### src/design/pcsr_pkg.sv
`default_nettype none
package pcsr_pkg;

  localparam int CMD_W    = 4;
  localparam int SRV_W    = 4;
  localparam int LIMIT_W  = 32;
  localparam int HASH_W   = 64;
  localparam int STATUS_W = 2;
  localparam int COUNT_W  = 11;
  localparam int DEPTH_W  = 9;

  localparam logic [CMD_W-1:0] CMD_PREREG     = 4'd0;
  localparam logic [CMD_W-1:0] CMD_REGISTERED = 4'd1;
  localparam logic [CMD_W-1:0] CMD_DOWN       = 4'd2;
  localparam logic [CMD_W-1:0] CMD_SET_ACC    = 4'd3;
  localparam logic [CMD_W-1:0] CMD_INC        = 4'd4;
  localparam logic [CMD_W-1:0] CMD_DEC        = 4'd5;
  localparam logic [CMD_W-1:0] CMD_ADD_BLOCK  = 4'd6;
  localparam logic [CMD_W-1:0] CMD_ROUTE      = 4'd7;
  localparam logic [CMD_W-1:0] CMD_SNAPSHOT   = 4'd8;

  localparam logic [STATUS_W-1:0] ST_OK      = 2'd0;
  localparam logic [STATUS_W-1:0] ST_UNKNOWN = 2'd1;
  localparam logic [STATUS_W-1:0] ST_FULL    = 2'd2;

  typedef enum logic [1:0] {
    SCAN_CLEAR,
    SCAN_DOWN,
    SCAN_FIND
  } scan_mode_t;

  typedef struct packed {
    logic       rdy;
    logic       exec;
    logic       clear_query;
    logic       scan_start;
    scan_mode_t scan_mode;
    logic       route_apply;
    logic       add_apply;
    logic       down_apply;
    logic       load_out;
    logic       out_all;
    logic       out_depth;
  } ctl_t;

  typedef struct packed {
    logic             accepted;
    logic [CMD_W-1:0] cmd;
    logic             first;
    logic             lastq;
    logic             known;
    logic             route_live;
    logic             scan_done;
    logic             out_free;
    logic             emit_last;
  } stat_t;

endpackage
`default_nettype wire

### src/design/pcsr_ctrl.sv
`default_nettype none
module pcsr_ctrl (
  input  logic            clk,
  input  logic            rst,
  input  pcsr_pkg::stat_t stat,
  output pcsr_pkg::ctl_t  ctl
);

  typedef enum logic [3:0] {
    S_INIT,
    S_IDLE,
    S_DISPATCH,
    S_ROUTE_CHK,
    S_SCAN,
    S_APPLY,
    S_ROUTE_END,
    S_EMIT_ONE,
    S_EMIT_ALL
  } state_t;

  state_t state;
  state_t state_next;

  always_ff @(posedge clk) begin
    if (rst) begin
      state <= S_INIT;
    end else begin
      state <= state_next;
    end
  end

  always_comb begin
    ctl = '0;
    ctl.scan_mode = pcsr_pkg::SCAN_FIND;
    state_next = state;
    case (state)
      S_INIT: begin
        // wait for the table clearing pass
        if (stat.scan_done) begin
          state_next = S_IDLE;
        end
      end
      S_IDLE: begin
        ctl.rdy = 1'b1;
        if (stat.accepted) begin
          state_next = S_DISPATCH;
        end
      end
      S_DISPATCH: begin
        case (stat.cmd)
          pcsr_pkg::CMD_PREREG, pcsr_pkg::CMD_REGISTERED, pcsr_pkg::CMD_SET_ACC,
          pcsr_pkg::CMD_INC, pcsr_pkg::CMD_DEC: begin
            ctl.exec = 1'b1;
            state_next = S_EMIT_ONE;
          end
          pcsr_pkg::CMD_DOWN: begin
            if (stat.known) begin
              ctl.scan_start = 1'b1;
              ctl.scan_mode = pcsr_pkg::SCAN_DOWN;
              state_next = S_SCAN;
            end else begin
              ctl.exec = 1'b1;
              state_next = S_EMIT_ONE;
            end
          end
          pcsr_pkg::CMD_ADD_BLOCK: begin
            if (stat.known) begin
              ctl.scan_start = 1'b1;
              state_next = S_SCAN;
            end else begin
              ctl.exec = 1'b1;
              state_next = S_EMIT_ONE;
            end
          end
          pcsr_pkg::CMD_ROUTE: begin
            ctl.clear_query = stat.first;
            state_next = S_ROUTE_CHK;
          end
          pcsr_pkg::CMD_SNAPSHOT: begin
            state_next = S_EMIT_ALL;
          end
          default: begin
            state_next = S_IDLE;
          end
        endcase
      end
      S_ROUTE_CHK: begin
        if (stat.route_live) begin
          ctl.scan_start = 1'b1;
          state_next = S_SCAN;
        end else begin
          state_next = S_ROUTE_END;
        end
      end
      S_SCAN: begin
        if (stat.scan_done) begin
          state_next = S_APPLY;
        end
      end
      S_APPLY: begin
        case (stat.cmd)
          pcsr_pkg::CMD_DOWN: begin
            ctl.down_apply = 1'b1;
            state_next = S_EMIT_ONE;
          end
          pcsr_pkg::CMD_ADD_BLOCK: begin
            ctl.add_apply = 1'b1;
            state_next = S_EMIT_ONE;
          end
          default: begin
            ctl.route_apply = 1'b1;
            state_next = S_ROUTE_END;
          end
        endcase
      end
      S_ROUTE_END: begin
        state_next = stat.lastq ? S_EMIT_ALL : S_IDLE;
      end
      S_EMIT_ONE: begin
        if (stat.out_free) begin
          ctl.load_out = 1'b1;
          state_next = S_IDLE;
        end
      end
      S_EMIT_ALL: begin
        if (stat.out_free) begin
          ctl.load_out = 1'b1;
          ctl.out_all = 1'b1;
          ctl.out_depth = (stat.cmd == pcsr_pkg::CMD_ROUTE);
          if (stat.emit_last) begin
            // a finished query is dropped once its results are out
            ctl.clear_query = (stat.cmd == pcsr_pkg::CMD_ROUTE);
            state_next = S_IDLE;
          end
        end
      end
      default: begin
        state_next = S_INIT;
      end
    endcase
  end

endmodule
`default_nettype wire

### config.mk
export PLATFORM = sky130hd
export DESIGN_NAME = pcsr_ctrl
export DESIGN_NICKNAME = d
export VERILOG_FILES = /design/src/design/pcsr_pkg.sv /design/src/design/pcsr_ctrl.sv
export SDC_FILE = /design/constraint.sdc
export NUM_CORES = 1
export LEC_CHECK = 0
export ABC_AREA = 0
export BUFFER_PORTS_ARGS = -buffer_cell sky130_fd_sc_hd__buf_2
export CORE_UTILIZATION = 33
export CTS_CLUSTER_DIAMETER = 80
export DETAILED_ROUTE_END_ITERATION = 6
export GPL_TIMING_DRIVEN = 0
export PLACE_DENSITY = 0.69
export SETUP_SLACK_MARGIN = 0.1
export SYNTH_ARGS = -nofsm -noshare
export SYNTH_HDL_FRONTEND = slang
export SYNTH_SLANG_ARGS = --single-unit
### constraint.sdc
create_clock -name clk -period 3.4 [get_ports clk]
set_input_delay 0 -clock clk [delete_from_list [all_inputs] [get_ports clk]]
set_output_delay 0 -clock clk [all_outputs]
set_load 0.03 [all_outputs]
==> flow_metrics.py, run 1 <==
metrics = {
    "critical_path": {
        "crit_required_ns": 3.40,
        "cp-start-kind": "register",
        "cp_num_buf_inv": 2,
        "crit_chain": "buf_6, nor4b_1, and2_1, nand3b_1, a21oi_1, buf_2",
        "crit_family": "simple AND/OR/NAND/NOR gates",
        "crit_arrival_ns": 1.83,
        "rr_worst_depth": 5,
        "crit_start": "state[3]",
        "r2r-end": "state[0]",
        "crit_type": "reg2out",
        "slowest_delay_ns": 0.50,
        "cp-end-kind": "output pin",
        "path_depth": 6,
        "r2r_start": "state[2]",
        "rrSetupSlack_ns": 1.61,
        "critPathMaxFanout": 10,
        "slowest_stage": "nor4b_1",
    },
    "floorplan": {
        "io-pin-count": 26,
        "dieArea_sq_mm": 0.00172,
        "die_h_microns": 41.5,
        "num_rows": 13,
        "start_util": 0.376,
        "coreArea_sq_mm": 0.00137,
        "dieWidth_microns": 41.5,
    },
    "routing": {
        "routed_wl_mm": 1.36,
        "drtPass1Iterations": 4,
        "via_per_inst": 5.63,
        "drcViolationCount": 0,
        "vias": 642,
        "ant_nets": 0,
        "drt_iter0_markers": 26,
        "routedWlPerCell_microns": 11.9,
    },
    "synthesis": {
        "synth_area_sq_um": 514,
        "synth_top_cell_area_share": 0.156,
        "seq_area_frac_synth": 0.156,
        "async_flop_share": 0,
        "yosys-top-cells-count": "nor2_1, nor3_1",
        "synth_flop_cell": "dfxtp_1",
        "syn_nets": 85,
        "ys_ff_latch": 4,
        "synth_edf_count": 0,
        "syn_area_per_cell_sq_um": 7.24,
        "synth_top_area_cell": "dfxtp_1",
        "yosys.cell_types.count": 32,
        "yosys_warnings": 0,
        "synth.most_common_cell": "nor2_1",
        "synth.area.top_cells": "dfxtp_1, nor3b_1, nand2b_1",
        "synthCells": 71,
    },
    "cells_and_area": {
        "nets": 115,
        "num-fill-cells": 150,
        "drive_above_1_share": 0.313,
        "largest_register_ffs": 4,
        "regArea_sq_um": 80.1,
        "multi_input_area_sq_um": 399,
        "area_growth_pct": 33.3,
        "postLayoutCellArea_sq_um": 686,
        "diodes": 0,
        "reg.largest.list": "state x4",
        "regMostFlops": "state",
    },
    "power_and_ir_drop": {
        "p_leak_nw": 0.292,
        "cellPowerDensity_mw_per_mm2": 481,
        "irDropWorstVdd_uv": 182,
    },
    "placement": {
        "numPortBuffers": 24,
        "placed_cell_area_sq_um": 653,
        "place_congestion": 0.843,
        "dp_hpwl_mm": 1.03,
    },
    "min_path": {
        "hold_end": "state[3]",
        "hold_path_depth": 4,
        "min_from": "stat[0]",
        "hold_path.class": "in2reg",
    },
    "grt": {
        "grt_antenna_before_repair": 0,
        "grt_pass1_vias": 536,
        "grt_util_all_layers": 0.171,
        "grt-ovfl-total": 0,
        "grt_max_degree": 11,
        "grt_pass1_wl_mm": 2.36,
    },
    "sta": {
        "clock_skew_ns": 0.00504,
        "max_freq_ghz": 0.545,
        "finalSetupViolCount": 0,
        "final_hold_viol_count": 0,
        "relSlewSlack": 0.599,
        "fin_tns_setup_ns": 0,
        "finalCriticalPeriod_ns": 1.83,
        "rsz0062_at_grt": "no",
        "finalCritPeriodShare": 0.540,
        "finalMaxSlewViolations": 0,
        "worstMarginPinSlew_ns": 0.593,
    },
    "cts": {
        "numCtsBuffers": 3,
        "path_clk_slew_ns": 0.03,
        "tritoncts": "done",
        "clockRootBuffer": "clkbuf_4",
        "htreeDepth": 1,
        "clockBufferDepth": 2,
        "cts_post_setup_buffers_inserted": 0,
        "cts.sinks": 4,
        "insertion_delay_ns": 0.24,
    },
    "job": {
        "maxCapViolCount": 0,
    },
    "run_status": {
        "status": "completed",
    },
}
==> per-layer routing <==
metal	part of all wire	up-vias	track usage
met5	0	-	0
met4	0.012	0	0.0903
met3	0.058	3	0.0522
met2	0.45	26	0.234
met1	0.48	285	0.235
li1	-	328	-
==> power by group <==
group	total [mW]	switching [mW]	internal (mW)
clock	0.0609	0.0213	0.0396
sequential	0.0743	0.0134	0.0610
combinational	0.194	0.115	0.0792
==> metrics by stage <==
step                total power, mW   util  instances  setup slack (ns)  hold WS (ns)
global placement              0.264  0.478        110              1.65         0.226
detailed placement            0.266  0.478        110              1.66         0.225
global route                  0.355  0.502        114              1.38         0.103
finish                        0.330  0.502        114              1.57        0.0780
floorplan                     0.218      -         71              1.42        0.0691
CTS                           0.327  0.502        114              1.56        0.0817
==> timing repair <==
item / CTS / global route
hold buffers: 1 / 0
hold endpoints to repair: 3 / 0
gates resized for setup: 0 / 0
==> kinds of logic (layout without fill, tap and decap cells) <==
logic type,after synthesis,after routing,share of synthesized area
muxes,1,1,0.0219
DFF,4,4,0.156
buffers and inverters,7,35,0.0681
and+or+nand+nor,41,41,0.496
AOI/OAI and AO/OA,18,18,0.258
==> cell type report <==
| class | instances | share of cell area |
|---|---|---|
| buffer | 5 | 0.0401 |
| tap | 15 | 0.0274 |
| sequential | 4 | 0.117 |
| timing repair buffer | 25 | 0.190 |
| multi-input combinational | 60 | 0.582 |
| clock buffer | 3 | 0.0328 |
| inverter | 2 | 0.0109 |
==> placed cells by master, fill, tap and decap left out, types with 3 or more instances in the layout <==
cell type and instances:
clkbuf_4 3, nor3b_1 4, nor2_1 6, nand3b_1 3
a21oi_1 4, dfxtp_1 4, and2_1 3, nand2b_1 4
nand2_1 4, nor3_1 5, o21a_1 3, buf_2 25
clkbuf_1 3
==> worst max path at each step <==
| stage | end | slack [ns] |
|---|---|---|
| detailed placement | state[0] | 1.66 |
| floorplan | ctl[0] | 1.42 |
| finish | ctl[9] | 1.57 |
| global placement | state[1] | 1.65 |
| global route | ctl[9] | 1.38 |
| CTS | ctl[0] | 1.56 |
==> worst reg2reg max path, stage by stage (launching register included) <==
cell	delay, ns
dfxtp_1	0.39
clkbuf_1	0.35
nand2b_1	0.18
o221ai_1	0.11
a2111oi_0	0.47
o21ai_0	0.16
No activity file was read; power rests on OpenSTA's default activity.
==> run 2, diff against run 1 <==
Clock period 3.4 ns to 1.7 ns, I/O delays scaled along.
==> run 2 against run 1 <==
Against the previous run: the run now ends with setup timing left; first-iteration DRC count fell by 35%; critical path depth fell by 2; register-to-register slack got worse by 1.6 ns; sequential cell count did not move; final cell count rose by 2.6%; clock power rose by 92%; clock-buffer cell count did not move; die area did not move; total power rose by 120%; combinational power rose by 130%; largest cell class unchanged.
==> flow_metrics.py, run 2 (synthesis gave the netlist of run 1 again) <==
metrics = {
    "floorplan": {
        "coreArea_sq_mm": 0.00137,
        "start_util": 0.376,
        "io-pin-count": 26,
        "num_rows": 13,
        "die_h_microns": 41.5,
        "dieWidth_microns": 41.5,
        "dieArea_sq_mm": 0.00172,
    },
    "grt": {
        "grt_antenna_before_repair": 0,
        "grt_max_degree": 11,
        "grt_util_all_layers": 0.187,
        "grt_pass1_wl_mm": 2.64,
        "grt-ovfl-total": 0,
        "grt_pass1_vias": 622,
    },
    "power_and_ir_drop": {
        "p_sw_frac": 0.441,
        "switchingPower_uw": 327,
        "p_leak_nw": 0.326,
        "clkPwrFrac": 0.158,
        "combPwrFrac": 0.607,
        "irDropWorstVdd_uv": 469,
        "p_seq_frac": 0.234,
        "cellPowerDensity_mw_per_mm2": 937,
        "intPower_uw": 414,
    },
    "routing": {
        "drtPass1Iterations": 4,
        "drt_iter0_markers": 17,
        "drcViolationCount": 0,
        "ant_nets": 0,
        "vias": 644,
        "routed_wl_mm": 1.52,
        "via_per_inst": 5.50,
        "routedWlPerCell_microns": 13.0,
    },
    "critical_path": {
        "cp-start-kind": "register",
        "crit_required_ns": 1.70,
        "r2r-end": "state[1]",
        "critPathMaxFanout": 5,
        "crit_type": "reg2out",
        "rr_worst_depth": 4,
        "r2r_start": "state[0]",
        "crit_arrival_ns": 1.73,
        "rrSetupSlack_ns": 0.01,
        "cp-end-kind": "output pin",
    },
    "cells_and_area": {
        "largest_register_ffs": 4,
        "diodes": 0,
        "nets": 118,
        "area_growth_pct": 53.8,
        "reg.largest.list": "state x4",
        "fin_cells": 117,
        "regMostFlops": "state",
        "regArea_sq_um": 87.6,
        "multi_input_area_sq_um": 450,
        "fin_util": 0.579,
        "num-fill-cells": 135,
        "final_cell_mix": "buf_2, buf_4, nor3_1, nor2_1",
        "drive_above_1_share": 0.490,
        "layout_commonest_cell": "buf_2",
    },
    "sta": {
        "finalCritPeriodShare": 1.02,
        "relSlewSlack": 0.732,
        "finalMaxSlewViolations": 0,
        "clock_skew_ns": 0.000864,
        "max_freq_ghz": 0.578,
        "finalCriticalPeriod_ns": 1.73,
        "setup_ws_ns": -0.0307,
        "worstMarginPinSlew_ns": 0.402,
        "rsz0062_at_grt": "yes",
        "finalSetupViolCount": 2,
        "final_hold_viol_count": 0,
    },
    "job": {
        "maxCapViolCount": 0,
    },
    "run_status": {
        "failed_checks": "setup timing",
        "status": "complete, but fails checks",
    },
    "min_path": {
        "hold_path.class": "in2reg",
        "min_from": "stat[0]",
        "hold_path_depth": 4,
        "hold_end": "state[3]",
    },
    "placement": {
        "placedCellCount": 110,
        "pre_cts_ws_ns": -0.0304,
        "place_congestion": 0.872,
        "dp_hpwl_mm": 1.07,
        "numPortBuffers": 24,
    },
    "cts": {
        "numCtsBuffers": 3,
        "cts.sinks": 4,
        "tritoncts": "done",
        "clockBufferDepth": 2,
        "htreeDepth": 1,
        "path_clk_slew_ns": 0.04,
        "insertion_delay_ns": 0.23,
        "clockRootBuffer": "clkbuf_4",
    },
}
[run 2: changes by cell type in the layout (fill, tap and decap cells not counted), sizes merged]
cell and delta:
clkbuf -1, buf +4
[run 2: worst max path at each step]
stage | start | endpoint | slack [ns] | depth (start not counted)
CTS | state[3] | ctl[9] | -0.05 | 6
finish | state[0] | ctl[6] | -0.03 | 4
global route | state[3] | ctl[6] | -0.09 | 4
global placement | state[2] | state[0] | -0.05 | 5
floorplan | state[1] | ctl[8] | 0.03 | 2
detailed placement | state[3] | state[1] | -0.03 | 5
[run 2: layer usage]
metal	vias to the layer above	share of wire	track usage
li1	336	-	-
met1	293	0.50	0.245
met2	15	0.47	0.309
met3	0	0.029	0.0609
met4	0	0	0.0194
met5	-	0	0
[run 2: metrics by stage]
| stage | area, sq um | power [mW] | hold slack, ns | TNS, ns |
|---|---|---|---|---|
| floorplan | 529 | 0.439 | 0.0691 | 0 |
| global placement | 668 | 0.531 | 0.226 | -0.0830 |
| detailed placement | 668 | 0.538 | 0.220 | -0.0536 |
| CTS | 754 | 0.691 | 0.0733 | -0.144 |
| global route | 791 | 0.806 | 0.103 | -0.223 |
| finish | 791 | 0.741 | 0.0787 | -0.0601 |
[run 2: worst max-delay path, cell delays in order, from the launching register on]
cell and delay, ns:
dfxtp_2 0.34, or4b_4 0.56, or3_4 0.42, inv_2 0.06, buf_6 0.12
[run 2: area by class of cell]
cell class	count	area share
inverters	2	0.00949
well taps	15	0.0237
clock buffers	3	0.0285
plain buffers	4	0.0348
flip-flops and latches	4	0.111
repair buffers	29	0.223
multi-input cells	60	0.570
[run 2: what timing repair did]
action                     4_1_cts  5_1_grt
setup endpoints to repair       11       12
gates resized for setup         14       14
hold endpoints to repair         3        0
pin swaps                        1        5
hold buffers                     1        0
setup buffers                    2        2
gates cloned                     0        0
[run 2: power by group through the flow]
stage	Combinational, mW	Sequential [mW]	Clock [mW]
global placement	0.381	0.150	0
floorplan	0.295	0.144	0
finish	0.450	0.174	0.117
detailed placement	0.386	0.151	0
CTS	0.413	0.155	0.123
global route	0.493	0.179	0.134
==> run 3, diff against run 2 <==
Settings changed: CORE_MARGIN from default to 5.
==> run 3 against run 2 <==
Against the previous run: the flow still finishes with violations (setup timing); cell area up 7.9%; via count rose by 7.6%; combinational power increased by 13%; final cell count grew 2.6%; sequential share of layout area down 0.52 points; clock-buffer cell count unchanged; global-route usage fell by 6.7 points; worst hold slack improved by 0.029 ns; clock power down 5%; critical path depth unchanged; die area is 42% higher; highest routed layer unchanged.
==> flow_metrics.py, run 3 (synthesis gave the netlist of run 1 again) <==
metrics = {
    "run_status": {
        "status": "complete, but fails checks",
        "failed_checks": "setup timing",
    },
    "routing": {
        "routed_wl_mm": 1.71,
        "m1WireLength_microns": 747,
        "dr_wl_met2_microns": 896,
        "drcViolationCount": 0,
        "routedWlPerCell_microns": 14.3,
        "ant_nets": 0,
        "vias": 693,
        "highest_layer": "met3",
        "via_per_inst": 5.78,
        "drt_iter0_markers": 8,
        "drtPass1Iterations": 4,
        "wl_met3_microns": 70,
    },
    "grt": {
        "grt-ovfl-total": 0,
        "grt_antenna_before_repair": 0,
        "grt_pass1_vias": 559,
        "grt_max_degree": 11,
        "grt_util_all_layers": 0.121,
        "grt_pass1_wl_mm": 2.47,
    },
    "power_and_ir_drop": {
        "irDropWorstVdd_uv": 582,
        "p_total_uw": 791,
        "intPower_uw": 452,
        "p_seq_frac": 0.217,
        "combPwrFrac": 0.643,
        "switchingPower_uw": 339,
        "cellPowerDensity_mw_per_mm2": 927,
        "p_sw_frac": 0.429,
        "clkPwrFrac": 0.141,
        "p_leak_nw": 0.345,
    },
    "cells_and_area": {
        "reg.largest.list": "state x4",
        "drive_above_1_share": 0.538,
        "num-fill-cells": 125,
        "layout_commonest_cell": "buf_2",
        "regMostFlops": "state",
        "final_cell_mix": "buf_2, buf_4, buf_6",
        "largest_register_ffs": 4,
        "diodes": 0,
        "nets": 120,
        "area_growth_pct": 65.9,
    },
    "critical_path": {
        "cp-end-kind": "output pin",
        "crit_family": "simple AND/OR/NAND/NOR gates",
        "slowest_delay_ns": 0.58,
        "critPathMaxFanout": 5,
        "crit_arrival_ns": 1.74,
        "cp-start-kind": "register",
        "crit_type": "reg2out",
        "crit_chain": "or4b_4, or3_4, inv_2, buf_6",
        "slowest_stage": "or4b_4",
        "cp_num_buf_inv": 2,
        "crit_required_ns": 1.70,
    },
    "cts": {
        "clockRootBuffer": "clkbuf_4",
        "path_clk_slew_ns": 0.03,
        "cts.sinks": 4,
        "numCtsBuffers": 3,
        "tritoncts": "done",
        "htreeDepth": 1,
        "clockBufferDepth": 2,
        "insertion_delay_ns": 0.23,
    },
    "floorplan": {
        "coreArea_sq_mm": 0.00149,
        "dieWidth_microns": 49.5,
        "dieArea_sq_mm": 0.00245,
        "num_rows": 14,
        "io-pin-count": 26,
        "start_util": 0.345,
        "die_h_microns": 49.5,
    },
    "sta": {
        "max_freq_ghz": 0.576,
        "finalCritPeriodShare": 1.02,
        "worstMarginPinSlew_ns": 0.402,
        "finalCriticalPeriod_ns": 1.74,
        "hold_slack_ns": 0.108,
        "finalMaxSlewViolations": 0,
        "rsz0062_at_grt": "yes",
        "setup_ws_ns": -0.0372,
        "fin_tns_setup_ns": -0.0669,
        "relSlewSlack": 0.732,
        "clock_skew_ns": 0.00285,
        "final_hold_viol_count": 0,
        "finalSetupViolCount": 2,
    },
    "placement": {
        "numPortBuffers": 24,
        "dp_hpwl_mm": 1.14,
        "pre_cts_ws_ns": -0.0562,
        "place_congestion": 0.819,
    },
    "min_path": {
        "hold_path.class": "in2reg",
    },
    "job": {
        "maxCapViolCount": 0,
    },
}
==> run 3: routing by layer <==
| metal | vias to the layer above | track usage |
|---|---|---|
| met5 | - | 0 |
| met4 | 0 | 0.0131 |
| met3 | 0 | 0.0211 |
| met2 | 24 | 0.210 |
| met1 | 332 | 0.158 |
| li1 | 337 | - |
==> run 3: what timing repair did <==
item	in CTS	in global routing
pin swaps	1	6
buffers inserted	2	4
gates resized for setup	13	30
setup endpoints to repair	11	11
hold buffers	1	0
endpoints found under the hold margin	3	0
==> run 3: final timing paths <==
| check | startpoint | to | slack (ns) | cells past startpoint |
|---|---|---|---|---|
| worst max register to register | state[3] | state[1] | 0.06 | 4 |
| worst max-delay path | state[3] | ctl[6] | -0.04 | 4 |
| worst min register to register | state[1] | state[3] | 0.58 | 3 |
| worst min-delay path | stat[1] | state[1] | 0.11 | 3 |
==> run 3: area by class of cell <==
class	instances	area (sq um)	share of cell area
Buffer	4	27.5	0.0323
Clock buffer	3	22.5	0.0264
Inverter	2	7.51	0.00880
Multi-Input combinational cell	60	470	0.551
Sequential cell	4	90.1	0.106
Tap cell	16	20.0	0.0235
Timing Repair Buffer	31	215	0.252
==> run 3: power by group through the flow <==
stage          Sequential (mW)  Clock [mW]  Combinational [mW]
5_1_grt                  0.175       0.124               0.554
3_3_place_gp             0.150           0               0.380
4_1_cts                  0.155       0.119               0.410
2_1_floorplan            0.144           0               0.295
6_report                 0.171       0.111               0.508
3_5_place_dp             0.151           0               0.384
==> run 3: tightest hold or removal path, cell delays in order <==
cell    delay [ns]
buf_2         0.13
o32a_1        0.14
nor2_1        0.03
==> run 3: metrics by stage <==
stage / std cells / utilization / instance area [sq um]
floorplan: 71 / - / 529
detailed placement: 111 / 0.450 / 669
global route: 120 / 0.573 / 853
CTS: 117 / 0.507 / 754
global placement: 111 / 0.450 / 669
finish: 120 / 0.573 / 853
